File: src/rtl/utf8d_pkg.sv
`timescale 1ns / 1ps

package utf8d_pkg;

  localparam int BYTE_W = 8;
  localparam int CP_W   = 21;
  localparam int PEND_W = 2;

  localparam logic [CP_W-1:0] REPLACEMENT = 21'h00FFFD;

  localparam logic [PEND_W-1:0] PEND_NONE  = 2'd0;
  localparam logic [PEND_W-1:0] PEND_ONE   = 2'd1;
  localparam logic [PEND_W-1:0] PEND_TWO   = 2'd2;
  localparam logic [PEND_W-1:0] PEND_THREE = 2'd3;

  typedef struct packed {
    logic              emit;
    logic              done;
    logic [CP_W-1:0]   char_code;
    logic [PEND_W-1:0] bytes_pending;
    logic [CP_W-1:0]   partial_value;
  } step_t;

endpackage

File: src/rtl/utf8d_step.sv
`timescale 1ns / 1ps

module utf8d_step (
  input  logic [utf8d_pkg::BYTE_W-1:0] byte_in,
  input  logic                         end_of_string,
  input  logic [utf8d_pkg::PEND_W-1:0] bytes_pending,
  input  logic [utf8d_pkg::CP_W-1:0]   partial_value,
  output utf8d_pkg::step_t             res
);

  always_comb begin
    logic [utf8d_pkg::PEND_W-1:0] pend_dec;
    logic [utf8d_pkg::CP_W-1:0]   shifted;
    pend_dec = bytes_pending - utf8d_pkg::PEND_ONE;
    shifted  = {partial_value[utf8d_pkg::CP_W-7:0], byte_in[5:0]};

    res.emit          = 1'b0;
    res.done          = end_of_string;
    res.char_code     = utf8d_pkg::REPLACEMENT;
    res.bytes_pending = bytes_pending;
    res.partial_value = partial_value;

    if (bytes_pending == utf8d_pkg::PEND_NONE) begin
      if (byte_in inside {[8'h00:8'h7F]}) begin
        res.emit      = 1'b1;
        res.char_code = {14'd0, byte_in[6:0]};
      end else if (byte_in inside {[8'hC0:8'hDF]}) begin
        res.bytes_pending = utf8d_pkg::PEND_ONE;
        res.partial_value = {16'd0, byte_in[4:0]};
      end else if (byte_in inside {[8'hE0:8'hEF]}) begin
        res.bytes_pending = utf8d_pkg::PEND_TWO;
        res.partial_value = {17'd0, byte_in[3:0]};
      end else if (byte_in inside {[8'hF0:8'hF7]}) begin
        res.bytes_pending = utf8d_pkg::PEND_THREE;
        res.partial_value = {18'd0, byte_in[2:0]};
      end else begin
        res.emit = 1'b1;
      end
    end else begin
      res.bytes_pending = pend_dec;
      res.partial_value = shifted;
      if (pend_dec == utf8d_pkg::PEND_NONE) begin
        res.emit          = 1'b1;
        res.char_code     = shifted;
        res.partial_value = '0;
      end
    end

    // A string that ends inside a sequence gives one replacement and starts afresh.
    if (!res.emit && end_of_string) begin
      res.emit          = 1'b1;
      res.char_code     = utf8d_pkg::REPLACEMENT;
      res.bytes_pending = utf8d_pkg::PEND_NONE;
      res.partial_value = '0;
    end
  end

endmodule

File: src/rtl/utf8d_out_reg.sv
`timescale 1ns / 1ps

module utf8d_out_reg (
  input  logic                       clk,
  input  logic                       rst,
  input  logic                       load,
  input  utf8d_pkg::step_t           res,
  input  logic                       cp_ready,
  output logic                       cp_valid,
  output logic [utf8d_pkg::CP_W-1:0] char_code,
  output logic                       string_done
);

  always_ff @(posedge clk) begin
    if (rst) begin
      cp_valid <= 1'b0;
    end else if (load) begin
      cp_valid <= 1'b1;
    end else if (cp_ready) begin
      cp_valid <= 1'b0;
    end
  end

  always_ff @(posedge clk) begin
    if (load) begin
      char_code   <= res.char_code;
      string_done <= res.done;
    end
  end

endmodule

File: src/rtl/utf8_stream_decoder.sv
`timescale 1ns / 1ps

// Byte-serial UTF-8 to UTF-32 decoder. It takes one byte an item, with a flag on the last
// byte of each string, and gives one code point for each completed sequence, for each bad
// lead byte, and for a sequence that the end of the string cuts short (U+FFFD for the last
// two). Continuation bytes are not checked and overlong forms pass. A byte is accepted in
// every cycle unless the input stalls: it is held in an input register, decoded against the
// pending-byte count and the partial value, and its result lands in the output register
// once that register has space. The input stalls only while the output register holds a
// result that has not been taken and the byte in the input register would produce another.
module utf8_stream_decoder (
  input  logic                         clk,
  input  logic                         rst,
  input  logic                         byte_valid,
  output logic                         byte_ready,
  input  logic [utf8d_pkg::BYTE_W-1:0] byte_in,
  input  logic                         end_of_string,
  output logic                         cp_valid,
  input  logic                         cp_ready,
  output logic [utf8d_pkg::CP_W-1:0]   char_code,
  output logic                         string_done
);

  logic                         in_valid;
  logic [utf8d_pkg::BYTE_W-1:0] in_byte;
  logic                         in_eos;
  logic [utf8d_pkg::PEND_W-1:0] bytes_pending;
  logic [utf8d_pkg::CP_W-1:0]   partial_value;
  utf8d_pkg::step_t             res;
  logic                         out_space;
  logic                         advance;

  utf8d_step u_step (
    .byte_in       (in_byte),
    .end_of_string (in_eos),
    .bytes_pending (bytes_pending),
    .partial_value (partial_value),
    .res           (res)
  );

  assign out_space  = !cp_valid || cp_ready;
  assign advance    = in_valid && (!res.emit || out_space);
  assign byte_ready = !in_valid || advance;

  always_ff @(posedge clk) begin
    if (rst) begin
      in_valid      <= 1'b0;
      bytes_pending <= utf8d_pkg::PEND_NONE;
      partial_value <= '0;
    end else begin
      if (byte_ready) begin
        in_valid <= byte_valid;
      end
      if (advance) begin
        bytes_pending <= res.bytes_pending;
        partial_value <= res.partial_value;
      end
    end
  end

  always_ff @(posedge clk) begin
    if (byte_ready) begin
      in_byte <= byte_in;
      in_eos  <= end_of_string;
    end
  end

  utf8d_out_reg u_out (
    .clk         (clk),
    .rst         (rst),
    .load        (advance && res.emit),
    .res         (res),
    .cp_ready    (cp_ready),
    .cp_valid    (cp_valid),
    .char_code   (char_code),
    .string_done (string_done)
  );

endmodule

File: config.mk
export PLATFORM = sky130hd
export DESIGN_NAME = utf8_stream_decoder
export DESIGN_NICKNAME = d
export VERILOG_FILES = /design/src/rtl/utf8d_pkg.sv /design/src/rtl/utf8d_step.sv /design/src/rtl/utf8d_out_reg.sv /design/src/rtl/utf8_stream_decoder.sv
export SDC_FILE = /design/constraint.sdc
export NUM_CORES = 1
export LEC_CHECK = 0
export ABC_AREA = 0
export BUFFER_PORTS_ARGS = -buffer_cell sky130_fd_sc_hd__buf_4
export CAP_MARGIN = 20
export CORE_ASPECT_RATIO = 1.2
export CORE_MARGIN = 2
export CORE_UTILIZATION = 40
export CTS_CLUSTER_SIZE = 30
export DETAILED_ROUTE_END_ITERATION = 12
export HOLD_SLACK_MARGIN = 0.05
export SLEW_MARGIN = 20
export SYNTH_ARGS = -nofsm -noshare
export SYNTH_HDL_FRONTEND = slang
export SYNTH_SLANG_ARGS = --single-unit
File: constraint.sdc
create_clock -name clk -period 3.2 [get_ports clk]
set_clock_uncertainty 0.15 [all_clocks]
set_input_delay 0.48 -clock clk [delete_from_list [all_inputs] [get_ports clk]]
set_output_delay 0.48 -clock clk [all_outputs]
set_load 0.02 [all_outputs]
=== After elaboration in Yosys (flattened, before gate mapping) ===
Index checks and enable logic that the tools add are counted.

* Bits in registers: 50
* Output and inout bits: 24
* Logic and storage cells: 55

* Add/sub/neg operators: 1
* $lt $le $gt $ge: 8
* Eq/ne operators: 2
* Muxes and demuxes: 18
* Reductions and logical operators: 18

{| class="wikitable"
|+ Operator list
! operator !! number
|-
| 2-to-1 mux 23 bit || 5
|-
| 2-to-1 mux 44 bit || 1
|-
| 2-to-1 mux 21 bit || 2
|-
| greater-or-equal comparator 8 bit, second input constant || 3
|-
| <= comparator 8 bit, second input constant || 3
|-
| 2-to-1 mux 16 bit || 1
|-
| 2-to-1 mux 1 bit || 9
|-
| greater-or-equal comparator 8 x 1 -> 1 bit, second input constant || 1
|-
| <= comparator 8 x 7 -> 1 bit, second input constant || 1
|-
| logical AND 1 bit || 7
|-
| != test 5 bit, second input constant || 1
|-
| logical NOT 1 bit || 4
|-
| logical NOT 2 bit || 2
|-
| logical OR 1 bit || 3
|-
| != test 3 bit, second input constant || 1
|-
| AND reduction 3 bit || 1
|-
| nonzero test 2 bit || 1
|-
| subtractor 2 x 1 -> 2 bit, second input constant || 1
|}

=== Logic depth before layout (Yosys ltp) ===
* Depth after elaboration: 15
* Mapped depth: 6

=== By module ===
A second synthesis with hierarchy kept.

* Cells, all modules: 255
* Area, all modules: 2745.1 µm²

{| class="wikitable"
|+ By module, submodules not included
! module !! times used !! cells an instance !! area an instance (µm²)
|-
| utf8_stream_decoder || 1 || 116 || 1375.1
|-
| utf8d_out_reg || 1 || 26 || 699.4
|-
| utf8d_step || 1 || 113 || 670.6
|}

=== Worst setup path after synthesis ===
OpenSTA, ideal clock, no wires.

* Path kind: reg2reg
* Start point: reg in_byte[7] (netlist name)
* End point: reg u_out.char_code[0] (netlist name), enable pin
* Library setup time: 401 ps
* Arrival: 1933 ps
* Path slack: 716 ps
* Stages on the path, launching flop included: 5
* Buffers on the path: 0
* Path through: edfxtp_1 -> and3b_1 -> a21oi_1 -> o21ai_0 -> nor2_1

* Cells in the longest elaborated chain, start to end: 14
* Elaborated cells between the ends (all ways): 24

{| class="wikitable"
|+ Ends and longest elaborated chain
! item !! RTL line !! RTL
|-
| from (decl) || utf8_stream_decoder.sv:25 || <nowiki>logic [utf8d_pkg::BYTE_W-1:0] in_byte;</nowiki>
|-
| from (signal assigned) || utf8_stream_decoder.sv:63 || <nowiki>in_byte <= byte_in;</nowiki>
|-
| greater-or-equal comparator 8 bit or <= comparator 8 bit (tied branches) || utf8d_step.sv:33 || <nowiki>end else if (byte_in inside {[8'hF0:8'hF7]}) begin</nowiki>
|-
| logical AND 1 bit || utf8d_step.sv:33 ||
|-
| 2-to-1 mux 1 bit || utf8d_step.sv:33 ||
|-
| 2-to-1 mux 1 bit || utf8d_step.sv:30 || <nowiki>end else if (byte_in inside {[8'hE0:8'hEF]}) begin</nowiki>
|-
| 2-to-1 mux 1 bit || utf8d_step.sv:27 || <nowiki>end else if (byte_in inside {[8'hC0:8'hDF]}) begin</nowiki>
|-
| 2-to-1 mux 1 bit * || utf8d_step.sv:24 || <nowiki>if (byte_in inside {[8'h00:8'h7F]}) begin</nowiki>
|-
| 2-to-1 mux 1 bit * || utf8d_step.sv:23 || <nowiki>if (bytes_pending == utf8d_pkg::PEND_NONE) begin</nowiki>
|-
| logical NOT 1 bit || utf8d_step.sv:50 || <nowiki>if (!res.emit && end_of_string) begin</nowiki>
|-
| logical AND 1 bit || utf8d_step.sv:50 ||
|-
| 2-to-1 mux 1 bit * || utf8d_step.sv:50 ||
|-
| logical NOT 1 bit || utf8_stream_decoder.sv:42 || <nowiki>assign advance = in_valid && (!res.emit || out_space);</nowiki>
|-
| logical OR 1 bit || utf8_stream_decoder.sv:42 ||
|-
| logical AND 1 bit || utf8_stream_decoder.sv:42 ||
|-
| logical AND 1 bit * || utf8_stream_decoder.sv:71 || <nowiki>.load (advance && res.emit),</nowiki>
|-
| net u_out.load || utf8d_out_reg.sv:6 || <nowiki>input logic load,</nowiki>
|-
| to (signal assigned) || utf8d_out_reg.sv:26 || <nowiki>char_code <= res.char_code;</nowiki>
|-
| to (decl) || utf8d_out_reg.sv:10 || <nowiki>output logic [utf8d_pkg::CP_W-1:0] char_code,</nowiki>
|}

Mark *: on every way through the listed nets, which the timed path passes. The rest lies on a longest branch.
A chain may end at the register's enable or synchronous reset.

=== Worst setup path after layout ===
* Start point: reg bytes_pending[0] (netlist name)
* End point: out byte_ready

* Cells in the longest elaborated chain, start to end: 11
* Elaborated cells between the ends (all ways): 12

{| class="wikitable"
|+ Ends and longest elaborated chain
! item !! RTL line !! RTL
|-
| from (decl) || utf8_stream_decoder.sv:27 || <nowiki>logic [utf8d_pkg::PEND_W-1:0] bytes_pending;</nowiki>
|-
| from (signal assigned) || utf8_stream_decoder.sv:48 || <nowiki>bytes_pending <= utf8d_pkg::PEND_NONE;</nowiki>
|-
| from (signal assigned) || utf8_stream_decoder.sv:55 || <nowiki>bytes_pending <= res.bytes_pending;</nowiki>
|-
| subtractor 2 x 1 -> 2 bit || utf8d_step.sv:14 || <nowiki>pend_dec = bytes_pending - utf8d_pkg::PEND_ONE;</nowiki>
|-
| logical NOT 2 bit || utf8d_step.sv:42 || <nowiki>if (pend_dec == utf8d_pkg::PEND_NONE) begin</nowiki>
|-
| 2-to-1 mux 1 bit || utf8d_step.sv:42 ||
|-
| 2-to-1 mux 1 bit * || utf8d_step.sv:23 ||
|-
| logical NOT 1 bit || utf8d_step.sv:50 ||
|-
| logical AND 1 bit || utf8d_step.sv:50 ||
|-
| 2-to-1 mux 1 bit * || utf8d_step.sv:50 ||
|-
| logical NOT 1 bit * || utf8_stream_decoder.sv:42 ||
|-
| logical OR 1 bit * || utf8_stream_decoder.sv:42 ||
|-
| logical AND 1 bit * || utf8_stream_decoder.sv:42 ||
|-
| logical OR 1 bit * || utf8_stream_decoder.sv:43 || <nowiki>assign byte_ready = !in_valid || advance;</nowiki>
|-
| to (decl) || utf8_stream_decoder.sv:15 || <nowiki>output logic byte_ready,</nowiki>
|}

Every way passes the cells marked *; elsewhere a longest branch is shown, timed or not.

==> metrics <==
clock buffer depth 2; Max Slew Vio Count 0; Reg power frac 0.544; min cycle time layout 2.586 ns; Post-CTS Resized 0; most used cell, CP buf_4; Worst Tran Pin Value 0.9890 ns; Crit path required time approximately 2.6 ns; DRC viols 0; I/O pins 37; Post-Route Hold Slack roughly 0.21 ns; cell taking the most area after synthesis edfxtp_1; Post-synth top cells nand2_1, edfxtp_1, dfxtp_1, mux2i_1, a21oi_1; ys async rst share 0; Core ar. roughly 0.0049 mm^2; Cell Area, Synth 0.002012 mm^2; vias in the first global route 1256; VDD IR max 0.3055 mV; post-synth top area share 0.4627; drt total wl approximately 3700 um; initial antenna violation count 0; first-pass GRT wire length just under 6000 um; crit-path max cell delay about 0.64 ns; Switching Fraction 0.2082; total negative slack 0 ns; largest cells by area after synthesis edfxtp_1, dfxtp_1, nand2_1, mux2i_1, and2_1; Clk network pwr share 0.373; post-synthesis register bit count 50; total number of vias 1377; site row count 28; Final Net Count 225; Pwr Density between 500 and 600 mW/mm^2; multi-input logic area between 600 and 700 um^2; synthesized instance count approximately 170; family with the most delay on the worst path flip-flops; initial core utilization 0.4102; CP Class reg2out; clock transition at the registers of the reported paths approximately 0.090 ns; Critical Path Fanout Max 16; DRT iter0 DRCs between 90 and 100; internal power 1061 uW; CP Capture Type primary output; drt first pass iters 4; Synth cell types 31; GRT Total Usage 0.1447; Gate power share 0.084; wire length per cell roughly 13 um; H-tree levels 2; crit path DAT a little under 2 ns; Final Hold Fails 0; WP buf/inv 2; Post-synth EDFFs 31; placed cells about 270; Top FF cell, synth edfxtp_1; status finished clean; # setup viols final 0; crit start category flop; top-count cell post-synth nand2_1; Ant. Diodes 0; f_max around 390 MHz; cell at the slowest stage of the critical path dfxtp_1; Fillers ~450; sequential cell area fraction in the yosys report 0.6517; Clock Latency Late Sink around 0.30 ns; Port-buffer cells 36; Final GP Congestion 0.8314; via/cell ratio 5.044; syn_nets around 190; Yosys warning total 0; Die W around 70 um; P_sw 278.9 uW; Post-Place Setup Slack slightly above 0.8 ns; Layout Cells excl Fill around 270; DP HPWL around 2700 um; clk sinks 50; Pleak around 0.00092 uW; crit-path cells and3b_1 -> a21oi_1 -> o211ai_1 -> buf_4 -> buf_4; Setup WS post-layout approximately 0.6 ns; Setup Buffers After CTS 0; post-route ant nets 0; syn avg cell area approximately 12 um^2; number of max-cap violations 0; die area 0.005615 mm^2; CTS tree yes; Tcrit/Tclk final 0.8082; Worst Hold Class in2reg; CTS buffer count 5; Die Ht a little over 80 um; ratio of cells with drive above 1 in the final layout 0.2441; Root Buffer clkbuf_8; largest net degree at the start of global routing 23; sequential cell area around 0.0013 mm^2; unrepaired setup endpoints after global routing no; area delta synth->final 23.45%; GRT overflow 0; hold_buf cts 0; Max-slew headroom 0.3400
final timing paths:
path | start | to | slack (ns) | cells after the start
setup / recovery | bytes_pending[0]$_SDFFE_PP0P_ | byte_ready | 0.61 | 5
hold / removal | byte_in[5] | in_byte[5]$_DFFE_PP_ | 0.21 | 1
setup reg to reg | bytes_pending[0]$_SDFFE_PP0P_ | partial_value[3]$_SDFFE_PP0P_ | 0.80 | 4
hold reg to reg | partial_value[12]$_SDFFE_PP0P_ | partial_value[12]$_SDFFE_PP0P_ | 0.31 | 2
metal layers:
layer  share of wire  routed length (um)  vias up  GRT usage
li1                -                   -      683          -
met1            0.40                1477      643     0.1693
met2            0.52                1929       40     0.2462
met3           0.047                 172       11    0.04110
met4           0.027                  98        0    0.05882
met5               0                   0        -          0
metrics by stage:
step	instance area, um^2	power, uW	utilization
finish	2484	1340	0.5064
global route	2484	1390	0.5064
CTS	2484	1349	0.5064
detailed placement	2346	855.8	0.4783
global placement	2346	852.3	0.4783
floorplan	2012	806.5	-
registers in the layout, summed over array words and instances, names as in the netlist:
register           cells
in_eos                 1
in_byte                8
u_out.cp_valid         1
partial_value         15
u_out.char_code       21
bytes_pending          2
u_out.string_done      1
in_valid               1
cell usage in the layout (no fill, tap or decap), drive strengths merged, types with 2 or more instances in the layout:
cell,netlist,routed
a21oi,7,7
and2,6,6
buf,1,39
clkbuf,6,7
dfxtp,19,19
edfxtp,31,31
inv,6,6
mux2i,14,14
nand2,46,46
nand2b,5,5
nor2,5,5
nor2b,2,2
o2111ai,2,2
o211ai,5,5
o21ai,3,3
o21bai,2,2
worst register-to-register path, stage by stage (launching register included):
cell	delay [ns]
dfxtp_1	0.47
and3b_1	0.36
a221oi_2	0.08
nor2_2	0.79
mux2_2	0.43
logic make-up after synthesis:
logic type,after synthesis,share of synthesized area
simple gates,71,0.1605
flops,50,0.6517
compound gates,24,0.08458
mux,15,0.07525
buf+inv,13,0.02798
power groups by stage:
stage	clock [uW]	sequential [uW]	combinational, uW
final	500	728	112
after global routing	535	731	123
after CTS	508	728	113
after detailed placement	0	743	113
after global placement	0	741	111
after floorplan	0	756	50.2
layout make-up:
cell class / count / share of cell area
repair buffers: 39 / 0.1179
inverters: 6 / 0.009068
clock buffers: 7 / 0.04332
flip-flops and latches: 50 / 0.5280
multi-input cells: 110 / 0.2594
well taps: 60 / 0.03023
clock inverters: 1 / 0.01209
Note: power is estimated with default switching activity, not from simulation.
